==> src/rtl/fmp_pkg.sv <==
package fmp_pkg;

  localparam int DATA_WIDTH_DEF  = 32;
  localparam int INDEX_WIDTH_DEF = 31;

  typedef enum logic [1:0] {
    ST_IDLE,
    ST_SQUARE,
    ST_MULB,
    ST_FINISH
  } fmp_state_t;

  // Commands from the controller to the datapath.
  typedef struct packed {
    logic load;
    logic square;
    logic mul_base;
    logic shift;
    logic capture;
  } fmp_cmd_t;

  // Status from the datapath to the controller.
  typedef struct packed {
    logic exp_msb;
    logic index_zero;
  } fmp_sts_t;

endpackage

==> src/rtl/fmp_ctrl.sv <==
module fmp_ctrl #(
  parameter int INDEX_WIDTH = fmp_pkg::INDEX_WIDTH_DEF
) (
  input  logic              clk,
  input  logic              rst_n,
  input  logic              in_valid,
  output logic              in_ready,
  output logic              out_valid,
  input  logic              out_ready,
  input  fmp_pkg::fmp_sts_t sts,
  output fmp_pkg::fmp_cmd_t cmd
);
  import fmp_pkg::*;

  localparam int CNT_W = (INDEX_WIDTH > 1) ? $clog2(INDEX_WIDTH) : 1;

  fmp_state_t       state_r, state_nxt;
  logic [CNT_W-1:0] cnt_r, cnt_nxt;
  logic             out_valid_r, out_valid_nxt;
  logic             last_bit;
  logic             out_free;

  assign last_bit  = (cnt_r == '0);
  assign out_free  = !out_valid_r || out_ready;
  assign in_ready  = (state_r == ST_IDLE);
  assign out_valid = out_valid_r;

  always_comb begin
    state_nxt = state_r;
    unique case (state_r)
      ST_IDLE: begin
        if (in_valid) begin
          state_nxt = sts.index_zero ? ST_FINISH : ST_SQUARE;
        end
      end
      ST_SQUARE: begin
        if (sts.exp_msb) begin
          state_nxt = ST_MULB;
        end else if (last_bit) begin
          state_nxt = ST_FINISH;
        end
      end
      ST_MULB: begin
        state_nxt = last_bit ? ST_FINISH : ST_SQUARE;
      end
      ST_FINISH: begin
        if (out_free) begin
          state_nxt = ST_IDLE;
        end
      end
      default: state_nxt = ST_IDLE;
    endcase
  end

  always_comb begin
    cmd = '0;
    unique case (state_r)
      ST_IDLE:   cmd.load = in_valid;
      ST_SQUARE: begin
        cmd.square = 1'b1;
        cmd.shift  = !sts.exp_msb;
      end
      ST_MULB: begin
        cmd.mul_base = 1'b1;
        cmd.shift    = 1'b1;
      end
      ST_FINISH: cmd.capture = out_free;
      default:   cmd = '0;
    endcase
  end

  always_comb begin
    cnt_nxt = cnt_r;
    if (cmd.load) begin
      cnt_nxt = CNT_W'(INDEX_WIDTH - 1);
    end else if (cmd.shift && !last_bit) begin
      cnt_nxt = cnt_r - 1'b1;
    end
  end

  always_comb begin
    out_valid_nxt = out_valid_r;
    if (cmd.capture) begin
      out_valid_nxt = 1'b1;
    end else if (out_ready) begin
      out_valid_nxt = 1'b0;
    end
  end

  always_ff @(posedge clk) begin
    if (!rst_n) begin
      state_r     <= ST_IDLE;
      cnt_r       <= '0;
      out_valid_r <= 1'b0;
    end else begin
      state_r     <= state_nxt;
      cnt_r       <= cnt_nxt;
      out_valid_r <= out_valid_nxt;
    end
  end

endmodule

==> config.mk <==
export PLATFORM = sky130hd
export DESIGN_NAME = fmp_ctrl
export DESIGN_NICKNAME = d
export VERILOG_FILES = /design/src/rtl/fmp_pkg.sv /design/src/rtl/fmp_ctrl.sv
export SDC_FILE = /design/constraint.sdc
export NUM_CORES = 1
export LEC_CHECK = 0
export BUFFER_PORTS_ARGS = -buffer_cell sky130_fd_sc_hd__buf_2
export CAP_MARGIN = 5
export CORE_AREA = 2 2 39 41
export DETAILED_ROUTE_END_ITERATION = 8
export DIE_AREA = 0 0 41 43
export PLACE_DENSITY = 0.68
export SKIP_CTS_REPAIR_TIMING = 1
export SYNTH_ARGS = -nofsm -noshare
export SYNTH_HDL_FRONTEND = slang
export SYNTH_SLANG_ARGS = --single-unit
==> constraint.sdc <==
create_clock -name clk -period 2.28 [get_ports clk]
set_input_delay 0.456 -clock clk [delete_from_list [all_inputs] [get_ports clk]]
set_output_delay 0.456 -clock clk [all_outputs]
set_load 0.05 [all_outputs]
==> results of run 1 <==
[cells in the final DEF, fill, tap and decap left out, drive strengths merged]
master,Yosys,final
o211ai,3,3
o21ai,2,2
nor2b,2,2
xnor2,1,1
a222oi,1,1
dfxtp,8,8
o21a,2,2
nor4b,1,1
ha,6,6
nand2,2,2
and2b,1,1
a21oi,3,3
o31ai,1,1
nor3,3,3
a211o,1,1
clkbuf,0,3
mux2i,2,2
a31oi,1,1
buf,1,12
or3,1,1
a211oi,1,1
inv,8,8
nor2,4,4
or4b,1,1
[cell type report]
class | count | area (µm²) | area share (%)
timing repair buffer | 12 | 60.1 | 10.2
multi-input combinational | 39 | 295 | 50.2
tap | 16 | 20.0 | 3.40
clock buffer | 3 | 22.5 | 3.83
sequential | 8 | 160 | 27.2
inverter | 8 | 30.0 | 5.11
[cells in the mapped netlist (all sizes together)]
master	number	area (µm²)
o21ai	2	10.0
nand2	2	7.51
xnor2	1	8.76
dfxtp	8	160
nor2b	2	12.5
mux2i	2	20.0
a31oi	1	6.26
buf	1	7.51
or3	1	7.51
inv	8	30.0
a211oi	1	7.51
or4b	1	13.8
ha	6	75.1
nor4b	1	8.76
a211o	1	8.76
o211ai	3	22.5
o31ai	1	7.51
and2b	1	8.76
a222oi	1	10.0
nor3	3	15.0
o21a	2	15.0
nor2	4	15.0
a21oi	3	15.0
[per-stage QoR]
step | utilization (%) | hold WS [ns]
floorplan | - | 0.462
global placement | 40.9 | 0.488
detailed placement | 40.9 | 0.495
CTS | 42.5 | 0.445
global route | 42.5 | 0.443
finish | 42.5 | 0.447
[worst reg2reg max path: cells and delay by family (launching register included)]
family,cells,cell delay [ns]
buffers and inverters,1,0.08
adder cells (fa/ha/maj),1,0.20
flip-flops,1,0.31
AND/OR/NAND/NOR,2,0.56
AO/OA/AOI/OAI,2,0.73
[state kept, by name, summed over array words and instances (netlist names)]
register / flops
cnt_r: 5
out_valid: 1
state_r: 2
[final timing paths]
path | depth (start not counted) | startpoint | endpoint
max | 5 | state_r[1] | cmd[1]
min | 2 | rst_n | cnt_r[1]
max reg2reg | 6 | cnt_r[0] | state_r[0]
min reg2reg | 2 | cnt_r[4] | cnt_r[4]
[layer usage]
metal  up-vias  global-route usage [%]  routed length (µm)
met4         0                    8.67                  24
li1        225                       -                   -
met5         -                       0                   0
met3         2                    9.42                  50
met1       182                    16.9                 436
met2        10                    19.1                 472
[power by group]
group          switching (mW)  total, mW  internal [mW]
registers              0.0487      0.240          0.192
clock network          0.0497      0.110         0.0603
logic                   0.408      0.625          0.217
total                   0.506      0.976          0.469
[cells by family (layout without fill, tap and decap cells)]
family          count (synthesis)  after routing  synth area share, %
buf+inv                         9             23                 7.62
fa+ha+maj                       6              6                 15.2
compound gates                 15             15                 20.8
simple gates                   15             15                 18.0
xor+xnor                        1              1                 1.78
flops                           8              8                 32.5
mux                             2              2                 4.06
==> report_table.html, run 1 <==
<table>
<tr><th>Metric</th><th>Value</th></tr>
<tr><th colspan="2">Critical path</th></tr>
<tr><td>Critical Path Fanout Max</td><td>6</td></tr>
<tr><td>Setup slack on the worst flop-to-flop path</td><td>0.32 ns</td></tr>
<tr><td>Cells along the critical path</td><td>inv_1 &gt; ha_1 &gt; nor2b_1 &gt; o21a_1 &gt; buf_2</td></tr>
<tr><td>Req. time, crit path</td><td>1.82 ns</td></tr>
<tr><td>Worst Setup End Kind</td><td>primary output</td></tr>
<tr><td>Kind of cell adding the most delay to the critical path</td><td>simple AND/OR/NAND/NOR gates</td></tr>
<tr><td>Type of the worst setup path</td><td>reg2out</td></tr>
<tr><td>Combined buffer and inverter count along the critical path</td><td>2</td></tr>
<tr><td>Arrival time at the worst endpoint</td><td>1.68 ns</td></tr>
<tr><td>Launching element type of the critical path</td><td>flip-flop</td></tr>
<tr><td>Crit path max-delay cell type</td><td>sky130_fd_sc_hd__nor2b_1</td></tr>
<tr><td>Longest individual stage delay on the worst path</td><td>0.38 ns</td></tr>
<tr><th colspan="2">Floorplanning</th></tr>
<tr><td>Placeable core region</td><td>1380 µm²</td></tr>
<tr><td>Floorplan die area</td><td>1760 µm²</td></tr>
<tr><td>Effective utilization at floorplan</td><td>35.6%</td></tr>
<tr><td>Top-level port count</td><td>13</td></tr>
<tr><td>Chip height</td><td>43 µm</td></tr>
<tr><td>Standard-cell rows</td><td>14</td></tr>
<tr><td>Width of the die</td><td>41 µm</td></tr>
<tr><th colspan="2">GRT</th></tr>
<tr><td>GR Util All Layers</td><td>14.5%</td></tr>
<tr><td>Global-route wire length before repair</td><td>1650 µm</td></tr>
<tr><td>Via count of the first global-routing pass</td><td>402</td></tr>
<tr><td>Antenna violations before repair</td><td>0</td></tr>
<tr><td>Maximum number of pins on one net before global-route repair</td><td>8</td></tr>
<tr><td>Overflow left after global routing</td><td>0</td></tr>
<tr><th colspan="2">Placed design</th></tr>
<tr><td>Placed instance area</td><td>566 µm²</td></tr>
<tr><td>Detail Placement HPWL</td><td>772 µm</td></tr>
<tr><td>Placed cells</td><td>83</td></tr>
<tr><td>Gp weighted congestion</td><td>0.749</td></tr>
<tr><td># port buffers</td><td>12</td></tr>
<tr><td>DP Worst Slack</td><td>0.356 ns</td></tr>
<tr><th colspan="2">Synthesis</th></tr>
<tr><td>Cell count after synthesis</td><td>56</td></tr>
<tr><td>Flip-flop and latch count after synthesis</td><td>8</td></tr>
<tr><td>Warnings from Yosys</td><td>0</td></tr>
<tr><td>Mean area per synthesized cell</td><td>8.80 µm²</td></tr>
<tr><td>Distinct cells, synth</td><td>23</td></tr>
<tr><td>Post-synth design cell area</td><td>493 µm²</td></tr>
<tr><td>Sequential share of the synthesized area</td><td>32.5%</td></tr>
<tr><td>Net Count, Synth</td><td>68</td></tr>
<tr><th colspan="2">Flow run</th></tr>
<tr><td>Max_cap viols</td><td>0</td></tr>
<tr><th colspan="2">Detailed routing</th></tr>
<tr><td>Final ANT Viol Nets</td><td>0</td></tr>
<tr><td>DRC errors left</td><td>0</td></tr>
<tr><td>Via count of the routed design</td><td>419</td></tr>
<tr><td>Vias per Instance</td><td>4.87</td></tr>
<tr><td>Final WL</td><td>983 µm</td></tr>
<tr><td>Iteration count of the initial detailed-routing pass</td><td>6</td></tr>
<tr><td>Average wire length per cell after detail routing</td><td>11.4 µm</td></tr>
<tr><td>DR iter-0 viols</td><td>8</td></tr>
<tr><th colspan="2">Clock network</th></tr>
<tr><td>Clock Latency Late Sink</td><td>0.26 ns</td></tr>
<tr><td>Clock input transition at the sequential cells of the worst setup and hold paths</td><td>0.05 ns</td></tr>
<tr><td>Number of CTS-inserted buffers</td><td>3</td></tr>
<tr><td>Sink count of the clock tree</td><td>8</td></tr>
<tr><td>Total number of H-tree levels</td><td>1</td></tr>
<tr><td>Clock root buffer</td><td>sky130_fd_sc_hd__clkbuf_4</td></tr>
<tr><td>Buffers from clock root to sink, at most</td><td>2</td></tr>
<tr><td>CTS tree</td><td>yes</td></tr>
<tr><th colspan="2">Cells and area</th></tr>
<tr><td>Fillcell total</td><td>144</td></tr>
<tr><td>Net count reported at finish</td><td>84</td></tr>
<tr><td>Share of final-layout standard cells stronger than drive strength 1</td><td>25.7%</td></tr>
<tr><td>Number of antenna cells inserted</td><td>0</td></tr>
<tr><td>Layout Area Growth over Synthesis</td><td>19.3%</td></tr>
<tr><td>Number of standard cells in the final layout excluding fillers</td><td>86</td></tr>
<tr><td>Post-route cell area</td><td>588 µm²</td></tr>
<tr><th colspan="2">Power and ir drop</th></tr>
<tr><td>Leakage component of the power</td><td>0.293 nW</td></tr>
<tr><td>Power density of the placed cells</td><td>1660 nW/µm²</td></tr>
<tr><td>Maximum vdd ir drop</td><td>0.000880 V</td></tr>
<tr><td>Overall power of the completed layout</td><td>0.976 mW</td></tr>
<tr><th colspan="2">Timing</th></tr>
<tr><td>Worst-case setup margin in the final layout</td><td>0.148 ns</td></tr>
<tr><td>Remaining max-slew budget at the tightest pin</td><td>63.9%</td></tr>
<tr><td>Final TNS setup</td><td>0 ns</td></tr>
<tr><td>Slew at the pin closest to its max-slew limit</td><td>0.534 ns</td></tr>
<tr><td>Final period demand of the worst path</td><td>2.13 ns</td></tr>
<tr><td>Setup violations, final</td><td>0</td></tr>
<tr><td>RSZ-0062 raised after global routing</td><td>false</td></tr>
<tr><td>Slew Viols, Final</td><td>0</td></tr>
<tr><td>Highest Clock Rate</td><td>0.469 GHz</td></tr>
<tr><td>Final worst-path cycle share</td><td>93.5%</td></tr>
<tr><td>Clock skew</td><td>0.00400 ns</td></tr>
<tr><td>Final Hold Viols</td><td>0</td></tr>
<tr><th colspan="2">Outcome</th></tr>
<tr><td>Status</td><td>finished clean</td></tr>
<tr><th colspan="2">Min path</th></tr>
<tr><td>Classification of the worst-slack hold path</td><td>in2reg</td></tr>
</table>
No activity file was read; power rests on OpenSTA's default activity.
==> run 2: changes to the inputs <==
Settings changed: REMOVE_ABC_BUFFERS set to 1.
==> report_table.html, run 2 (synthesis gave the netlist of run 1 again) <==
<table>
<tr><th>Metric</th><th>Value</th></tr>
<tr><th colspan="2">Clock network</th></tr>
<tr><td>CTS tree</td><td>yes (unchanged)</td></tr>
<tr><td>Clock root buffer</td><td>sky130_fd_sc_hd__clkbuf_4 (unchanged)</td></tr>
<tr><td>Clock Latency Late Sink</td><td>0.26 ns (about the same)</td></tr>
<tr><td>Clock input transition at the sequential cells of the worst setup and hold paths</td><td>0.06 ns (was 0.05 ns)</td></tr>
<tr><td>Sink count of the clock tree</td><td>8 (unchanged)</td></tr>
<tr><td>Number of CTS-inserted buffers</td><td>3 (unchanged)</td></tr>
<tr><td>Total number of H-tree levels</td><td>1 (unchanged)</td></tr>
<tr><td>Buffers from clock root to sink, at most</td><td>2 (unchanged)</td></tr>
<tr><th colspan="2">GRT</th></tr>
<tr><td>GR Util All Layers</td><td>15.4% (was 14.5%)</td></tr>
<tr><td>Maximum number of pins on one net before global-route repair</td><td>8 (unchanged)</td></tr>
<tr><td>Global-route wire length before repair</td><td>1840 µm (was 1650 µm)</td></tr>
<tr><td>Via count of the first global-routing pass</td><td>431 (was 402)</td></tr>
<tr><td>Global routing usage on met2</td><td>22.8% (was 19.1%)</td></tr>
<tr><td>Met3 usage in global routing</td><td>3.14% (was 9.42%)</td></tr>
<tr><td>GR peak layer</td><td>met2 (unchanged)</td></tr>
<tr><td>Grt met1 use</td><td>19.0% (was 16.9%)</td></tr>
<tr><td>Antenna violations before repair</td><td>0 (unchanged)</td></tr>
<tr><td>Overflow left after global routing</td><td>0 (unchanged)</td></tr>
<tr><th colspan="2">Placed design</th></tr>
<tr><td>Detail Placement HPWL</td><td>805 µm (was 772 µm)</td></tr>
<tr><td>Gp weighted congestion</td><td>0.826 (was 0.749)</td></tr>
<tr><td>DP Worst Slack</td><td>0.396 ns (was 0.356 ns)</td></tr>
<tr><td>Placed cells</td><td>83 (unchanged)</td></tr>
<tr><td># port buffers</td><td>12 (unchanged)</td></tr>
<tr><th colspan="2">Timing</th></tr>
<tr><td>Slew Viols, Final</td><td>0 (unchanged)</td></tr>
<tr><td>Clock skew</td><td>0.00941 ns (was 0.00400 ns)</td></tr>
<tr><td>Final worst-path cycle share</td><td>93.7% (was 93.5%)</td></tr>
<tr><td>RSZ-0062 raised after global routing</td><td>false (unchanged)</td></tr>
<tr><td>Setup violations, final</td><td>0 (unchanged)</td></tr>
<tr><td>Final hold slack</td><td>0.438 ns (was 0.447 ns)</td></tr>
<tr><td>Highest Clock Rate</td><td>0.468 GHz (was 0.469 GHz)</td></tr>
<tr><td>Final Hold Viols</td><td>0 (unchanged)</td></tr>
<tr><td>Remaining max-slew budget at the tightest pin</td><td>61.3% (was 63.9%)</td></tr>
<tr><td>Final period demand of the worst path</td><td>2.14 ns (was 2.13 ns)</td></tr>
<tr><td>Worst-case setup margin in the final layout</td><td>0.143 ns (was 0.148 ns)</td></tr>
<tr><td>Slew at the pin closest to its max-slew limit</td><td>0.573 ns (was 0.534 ns)</td></tr>
<tr><td>Final TNS setup</td><td>0 ns (unchanged)</td></tr>
<tr><th colspan="2">Detailed routing</th></tr>
<tr><td>Vias per Instance</td><td>4.99 (was 4.87)</td></tr>
<tr><td>Iteration count of the initial detailed-routing pass</td><td>4 (was 6)</td></tr>
<tr><td>Final WL</td><td>1020 µm (was 983 µm)</td></tr>
<tr><td>Via count of the routed design</td><td>429 (was 419)</td></tr>
<tr><td>Average wire length per cell after detail routing</td><td>11.8 µm (was 11.4 µm)</td></tr>
<tr><td>DR iter-0 viols</td><td>10 (was 8)</td></tr>
<tr><td>Final ANT Viol Nets</td><td>0 (unchanged)</td></tr>
<tr><td>DRC errors left</td><td>0 (unchanged)</td></tr>
<tr><th colspan="2">Power and ir drop</th></tr>
<tr><td>Leakage component of the power</td><td>0.293 nW (about the same)</td></tr>
<tr><td>Power density of the placed cells</td><td>1670 nW/µm² (was 1660 nW/µm²)</td></tr>
<tr><td>Maximum vdd ir drop</td><td>0.000833 V (was 0.000880 V)</td></tr>
<tr><th colspan="2">Cells and area</th></tr>
<tr><td>Net count reported at finish</td><td>84 (unchanged)</td></tr>
<tr><td>Layout Area Growth over Synthesis</td><td>19.3% (unchanged)</td></tr>
<tr><td>Number of antenna cells inserted</td><td>0 (unchanged)</td></tr>
<tr><td>Most flop-heavy register</td><td>cnt_r (unchanged)</td></tr>
<tr><td>Most common cell after layout, fill and taps aside</td><td>sky130_fd_sc_hd__buf_2 (unchanged)</td></tr>
<tr><td>Share of final-layout standard cells stronger than drive strength 1</td><td>25.7% (unchanged)</td></tr>
<tr><td>Final design utilization</td><td>42.5% (unchanged)</td></tr>
<tr><td>Largest register FFs</td><td>5 (unchanged)</td></tr>
<tr><td>Fillcell total</td><td>140 (was 144)</td></tr>
<tr><td>Number of standard cells in the final layout excluding fillers</td><td>86 (unchanged)</td></tr>
<tr><td>Highest-count cells in the layout ignoring fill and taps</td><td>sky130_fd_sc_hd__buf_2 (12), sky130_fd_sc_hd__inv_1 (8), sky130_fd_sc_hd__dfxtp_1 (8) (unchanged)</td></tr>
<tr><th colspan="2">Min path</th></tr>
<tr><td>Capture endpoint of the worst hold path</td><td>cnt_r[1] (unchanged)</td></tr>
<tr><td>Source of the worst hold timing path</td><td>rst_n (unchanged)</td></tr>
<tr><td>Classification of the worst-slack hold path</td><td>in2reg (unchanged)</td></tr>
<tr><td>Worst hold stages</td><td>2 (unchanged)</td></tr>
<tr><th colspan="2">Critical path</th></tr>
<tr><td>Longest individual stage delay on the worst path</td><td>0.37 ns (was 0.38 ns)</td></tr>
<tr><td>Number of cell instances on the worst register-to-register path</td><td>6 (unchanged)</td></tr>
<tr><td>Setup slack on the worst flop-to-flop path</td><td>0.38 ns (was 0.32 ns)</td></tr>
<tr><td>Arrival time at the worst endpoint</td><td>1.68 ns (about the same)</td></tr>
<tr><td>FF-to-FF Start</td><td>cnt_r[0] (unchanged)</td></tr>
<tr><td>Combined buffer and inverter count along the critical path</td><td>2 (unchanged)</td></tr>
<tr><td>Req. time, crit path</td><td>1.82 ns (about the same)</td></tr>
<tr><td>Type of the worst setup path</td><td>reg2out (unchanged)</td></tr>
<tr><td>Cells along the critical path</td><td>inv_1 &gt; ha_1 &gt; nor2b_1 &gt; o21a_1 &gt; buf_2 (unchanged)</td></tr>
<tr><td>Launching element type of the critical path</td><td>flip-flop (unchanged)</td></tr>
<tr><td>Worst Setup End Kind</td><td>primary output (unchanged)</td></tr>
<tr><td>Critical Path Fanout Max</td><td>6 (unchanged)</td></tr>
<tr><td>Reg-to-Reg End</td><td>state_r[0] (unchanged)</td></tr>
<tr><td>Kind of cell adding the most delay to the critical path</td><td>simple AND/OR/NAND/NOR gates (unchanged)</td></tr>
<tr><td>Crit path max-delay cell type</td><td>sky130_fd_sc_hd__nor2b_1 (unchanged)</td></tr>
<tr><td>Beginning of the critical path</td><td>state_r[1] (unchanged)</td></tr>
<tr><th colspan="2">Floorplanning</th></tr>
<tr><td>Standard-cell rows</td><td>14 (unchanged)</td></tr>
<tr><td>Placeable core region</td><td>1380 µm² (unchanged)</td></tr>
<tr><td>Chip height</td><td>43 µm (unchanged)</td></tr>
<tr><td>Top-level port count</td><td>13 (unchanged)</td></tr>
<tr><td>Effective utilization at floorplan</td><td>35.6% (unchanged)</td></tr>
<tr><td>Floorplan die area</td><td>1760 µm² (unchanged)</td></tr>
<tr><td>Width of the die</td><td>41 µm (unchanged)</td></tr>
<tr><th colspan="2">Outcome</th></tr>
<tr><td>Status</td><td>finished clean (unchanged)</td></tr>
<tr><th colspan="2">Flow run</th></tr>
<tr><td>Max_cap viols</td><td>0 (unchanged)</td></tr>
</table>
==> run 2: power by group <==
group	internal, mW	switching (mW)
Sequential	0.192	0.0484
Clock	0.0607	0.0554
Combinational	0.217	0.410
==> run 2: how the worst max path moves through the flow <==
| stage | endpoint | slack (ns) | cells past startpoint |
|---|---|---|---|
| 2_1_floorplan | cmd[1] | 0.14 | 4 |
| 3_3_place_gp | cmd[1] | 0.45 | 5 |
| 3_5_place_dp | cnt_r[2] | 0.40 | 6 |
| 4_1_cts | cmd[1] | 0.14 | 5 |
| 5_1_grt | cmd[1] | 0.02 | 5 |
| 6_report | cmd[1] | 0.14 | 5 |
==> run 2: area by class of cell <==
type | instances | area, µm² | area share (%)
flip-flops and latches | 8 | 160 | 27.2
clock buffers | 3 | 22.5 | 3.83
multi-input cells | 39 | 295 | 50.2
repair buffers | 12 | 60.1 | 10.2
inverters | 8 | 30.0 | 5.11
well taps | 16 | 20.0 | 3.40
==> run 2: routing by layer <==
layer	vias up	share of wire, %
met1	190	45
met5	-	0
met3	2	2.6
li1	228	-
met4	0	2.0
met2	9	50
==> run 2: metrics by stage <==
step / power [mW] / cell area (µm²)
after floorplan: 0.750 / 485
after global placement: 0.863 / 566
after detailed placement: 0.869 / 566
after CTS: 0.985 / 588
after global routing: 1.06 / 588
final: 0.984 / 588
==> run 2: worst reg2reg max path, stage by stage, from the launching register on <==
cell	delay, ns
sky130_fd_sc_hd__dfxtp_1	0.30
sky130_fd_sc_hd__inv_1	0.08
sky130_fd_sc_hd__ha_1	0.18
sky130_fd_sc_hd__or4b_4	0.47
sky130_fd_sc_hd__a222oi_1	0.50
sky130_fd_sc_hd__nor2_1	0.08
sky130_fd_sc_hd__a211oi_1	0.22
==> run 3: changes to the inputs <==
Settings changed: GPL_TIMING_DRIVEN set to 0.
==> report_table.html, run 3 (synthesis gave the netlist of run 1 again) <==
<table>
<tr><th>Metric</th><th>Value</th></tr>
<tr><th colspan="2">Cells and area</th></tr>
<tr><td>Layout Area Growth over Synthesis</td><td>19.3% (unchanged)</td></tr>
<tr><td>Most flop-heavy register</td><td>cnt_r (unchanged)</td></tr>
<tr><td>Area of combinational cells with multiple inputs</td><td>295 µm² (unchanged)</td></tr>
<tr><td>Fillcell total</td><td>151 (was 140)</td></tr>
<tr><td>Register area</td><td>160 µm² (unchanged)</td></tr>
<tr><td>Number of antenna cells inserted</td><td>0 (unchanged)</td></tr>
<tr><td>Net count reported at finish</td><td>84 (unchanged)</td></tr>
<tr><td>Highest-count cells in the layout ignoring fill and taps</td><td>sky130_fd_sc_hd__buf_2 (12), sky130_fd_sc_hd__inv_1 (8), sky130_fd_sc_hd__dfxtp_1 (8) (unchanged)</td></tr>
<tr><td>Largest register FFs</td><td>5 (unchanged)</td></tr>
<tr><td>Most common cell after layout, fill and taps aside</td><td>sky130_fd_sc_hd__buf_2 (unchanged)</td></tr>
<tr><td>Post-route cell area</td><td>588 µm² (unchanged)</td></tr>
<tr><td>Share of final-layout standard cells stronger than drive strength 1</td><td>25.7% (unchanged)</td></tr>
<tr><th colspan="2">Placed design</th></tr>
<tr><td># port buffers</td><td>12 (unchanged)</td></tr>
<tr><td>Detail Placement HPWL</td><td>766 µm (was 805 µm)</td></tr>
<tr><td>Placed instance area</td><td>566 µm² (unchanged)</td></tr>
<tr><td>Gp weighted congestion</td><td>0.693 (was 0.826)</td></tr>
<tr><th colspan="2">Floorplanning</th></tr>
<tr><td>Floorplan die area</td><td>1760 µm² (unchanged)</td></tr>
<tr><td>Standard-cell rows</td><td>14 (unchanged)</td></tr>
<tr><td>Top-level port count</td><td>13 (unchanged)</td></tr>
<tr><td>Chip height</td><td>43 µm (unchanged)</td></tr>
<tr><td>Placeable core region</td><td>1380 µm² (unchanged)</td></tr>
<tr><td>Effective utilization at floorplan</td><td>35.6% (unchanged)</td></tr>
<tr><td>Width of the die</td><td>41 µm (unchanged)</td></tr>
<tr><th colspan="2">Power and ir drop</th></tr>
<tr><td>Power share of the combinational group</td><td>63.9% (was 63.8%)</td></tr>
<tr><td>Maximum vdd ir drop</td><td>0.000591 V (was 0.000833 V)</td></tr>
<tr><td>Fraction of power consumed by sequential logic</td><td>24.6% (was 24.4%)</td></tr>
<tr><td>Part of the total power dissipated in the clock network</td><td>11.5% (was 11.8%)</td></tr>
<tr><td>Internal power contribution</td><td>0.468 mW (was 0.470 mW)</td></tr>
<tr><td>Net Sw Frac</td><td>51.9% (was 52.3%)</td></tr>
<tr><td>P_sw</td><td>0.506 mW (was 0.514 mW)</td></tr>
<tr><td>Leakage component of the power</td><td>0.293 nW (unchanged)</td></tr>
<tr><td>Power density of the placed cells</td><td>1660 nW/µm² (was 1670 nW/µm²)</td></tr>
<tr><th colspan="2">Timing</th></tr>
<tr><td>Slew at the pin closest to its max-slew limit</td><td>0.582 ns (was 0.573 ns)</td></tr>
<tr><td>Final worst-path cycle share</td><td>95.3% (was 93.7%)</td></tr>
<tr><td>Final TNS setup</td><td>0 ns (unchanged)</td></tr>
<tr><td>Final Hold Viols</td><td>0 (unchanged)</td></tr>
<tr><td>Final hold slack</td><td>0.430 ns (was 0.438 ns)</td></tr>
<tr><td>RSZ-0062 raised after global routing</td><td>false (unchanged)</td></tr>
<tr><td>Slew Viols, Final</td><td>0 (unchanged)</td></tr>
<tr><td>Clock skew</td><td>0.00426 ns (was 0.00941 ns)</td></tr>
<tr><td>Remaining max-slew budget at the tightest pin</td><td>60.6% (was 61.3%)</td></tr>
<tr><td>Final period demand of the worst path</td><td>2.17 ns (was 2.14 ns)</td></tr>
<tr><td>Setup violations, final</td><td>0 (unchanged)</td></tr>
<tr><td>Highest Clock Rate</td><td>0.460 GHz (was 0.468 GHz)</td></tr>
<tr><th colspan="2">Critical path</th></tr>
<tr><td>Reg-to-Reg End</td><td>state_r[0] (unchanged)</td></tr>
<tr><td>Launching element type of the critical path</td><td>flip-flop (unchanged)</td></tr>
<tr><td>Critical Path Fanout Max</td><td>6 (unchanged)</td></tr>
<tr><td>Req. time, crit path</td><td>1.82 ns (about the same)</td></tr>
<tr><td>Cells along the critical path</td><td>inv_1 &gt; ha_1 &gt; nor2b_1 &gt; o21a_1 &gt; buf_2 (unchanged)</td></tr>
<tr><td>Longest individual stage delay on the worst path</td><td>0.40 ns (was 0.37 ns)</td></tr>
<tr><td>Number of cell instances on the worst register-to-register path</td><td>6 (unchanged)</td></tr>
<tr><td>Crit path max-delay cell type</td><td>sky130_fd_sc_hd__nor2b_1 (unchanged)</td></tr>
<tr><td>Setup slack on the worst flop-to-flop path</td><td>0.28 ns (was 0.38 ns)</td></tr>
<tr><td>Worst Setup End Kind</td><td>primary output (unchanged)</td></tr>
<tr><td>FF-to-FF Start</td><td>cnt_r[0] (unchanged)</td></tr>
<tr><td>Arrival time at the worst endpoint</td><td>1.72 ns (was 1.68 ns)</td></tr>
<tr><td>Type of the worst setup path</td><td>reg2out (unchanged)</td></tr>
<tr><th colspan="2">Outcome</th></tr>
<tr><td>Status</td><td>finished clean (unchanged)</td></tr>
<tr><th colspan="2">Clock network</th></tr>
<tr><td>Clock input transition at the sequential cells of the worst setup and hold paths</td><td>0.06 ns (about the same)</td></tr>
<tr><td>Total number of H-tree levels</td><td>1 (unchanged)</td></tr>
<tr><td>CTS tree</td><td>yes (unchanged)</td></tr>
<tr><td>Clock Latency Late Sink</td><td>0.26 ns (about the same)</td></tr>
<tr><td>Sink count of the clock tree</td><td>8 (unchanged)</td></tr>
<tr><td>Buffers from clock root to sink, at most</td><td>2 (unchanged)</td></tr>
<tr><td>Number of CTS-inserted buffers</td><td>3 (unchanged)</td></tr>
<tr><td>Clock root buffer</td><td>sky130_fd_sc_hd__clkbuf_4 (unchanged)</td></tr>
<tr><th colspan="2">Detailed routing</th></tr>
<tr><td>Met3 routed WL</td><td>30 µm (was 27 µm)</td></tr>
<tr><td>Iteration count of the initial detailed-routing pass</td><td>4 (unchanged)</td></tr>
<tr><td>DRC errors left</td><td>0 (unchanged)</td></tr>
<tr><td>Routed wire length on met2</td><td>488 µm (was 509 µm)</td></tr>
<tr><td>Via count of the routed design</td><td>459 (was 429)</td></tr>
<tr><td>Detailed-routing wirelength on met1</td><td>440 µm (was 462 µm)</td></tr>
<tr><td>Final ANT Viol Nets</td><td>0 (unchanged)</td></tr>
<tr><td>Top sig layer</td><td>met4 (unchanged)</td></tr>
<tr><td>DR iter-0 viols</td><td>8 (was 10)</td></tr>
<tr><td>Average wire length per cell after detail routing</td><td>11.6 µm (was 11.8 µm)</td></tr>
<tr><td>Final WL</td><td>997 µm (was 1020 µm)</td></tr>
<tr><td>Vias per Instance</td><td>5.34 (was 4.99)</td></tr>
<tr><th colspan="2">GRT</th></tr>
<tr><td>Antenna violations before repair</td><td>0 (unchanged)</td></tr>
<tr><td>Overflow left after global routing</td><td>0 (unchanged)</td></tr>
<tr><td>Maximum number of pins on one net before global-route repair</td><td>8 (unchanged)</td></tr>
<tr><td>Via count of the first global-routing pass</td><td>427 (was 431)</td></tr>
<tr><td>Global-route wire length before repair</td><td>1740 µm (was 1840 µm)</td></tr>
<tr><td>GR Util All Layers</td><td>14.8% (was 15.4%)</td></tr>
<tr><th colspan="2">Min path</th></tr>
<tr><td>Capture endpoint of the worst hold path</td><td>cnt_r[1] (unchanged)</td></tr>
<tr><td>Source of the worst hold timing path</td><td>rst_n (unchanged)</td></tr>
<tr><td>Classification of the worst-slack hold path</td><td>in2reg (unchanged)</td></tr>
<tr><td>Worst hold stages</td><td>2 (unchanged)</td></tr>
<tr><th colspan="2">Flow run</th></tr>
<tr><td>Max_cap viols</td><td>0 (unchanged)</td></tr>
</table>
[run 3: cell counts in the layout (fill, tap and decap cells not counted)]
Identical to the previous run, type by type.
[run 3: area by class of cell]
| class | count | share of cell area [%] |
|---|---|---|
| sequential | 8 | 27.2 |
| clock buffer | 3 | 3.83 |
| tap | 16 | 3.40 |
| multi-input combinational | 39 | 50.2 |
| inverter | 8 | 5.11 |
| timing repair buffer | 12 | 10.2 |
[run 3: metal layers]
layer  vias up  track usage [%]
li1        226                -
met1       218             18.6
met2        11             20.3
met3         4             3.14
met4         0             12.0
met5         -                0
[run 3: critical path, delay by kind of cell (launching register included)]
family | cells | cell delay [ns]
simple gates | 1 | 0.40
compound gates | 1 | 0.16
fa+ha+maj | 1 | 0.20
flops | 1 | 0.34
buf+inv | 2 | 0.36
[run 3: worst max path at each step]
stage                           from    endpoint  slack, ns
after global placement      cnt_r[0]  state_r[0]       0.35
after detailed placement    cnt_r[0]  state_r[0]       0.32
after CTS                 state_r[1]      cmd[1]       0.14
final                     state_r[1]      cmd[1]       0.11
after floorplan           state_r[1]      cmd[1]       0.14
after global routing      state_r[1]      cmd[1]       0.03
[run 3: power groups by stage]
stage,Combinational (mW),Sequential (mW),Clock [mW]
final,0.623,0.240,0.112
after global routing,0.679,0.251,0.122
after global placement,0.612,0.241,0
after floorplan,0.510,0.240,0
after CTS,0.624,0.240,0.114
after detailed placement,0.622,0.241,0
[run 3: per-stage QoR]
step	setup WS, ns	utilization (%)	cells	power, mW
3_5_place_dp	0.318	40.9	83	0.863
3_3_place_gp	0.352	40.9	83	0.853
5_1_grt	0.0271	42.5	86	1.05
2_1_floorplan	0.141	-	55	0.750
6_report	0.108	42.5	86	0.974
4_1_cts	0.137	42.5	86	0.978
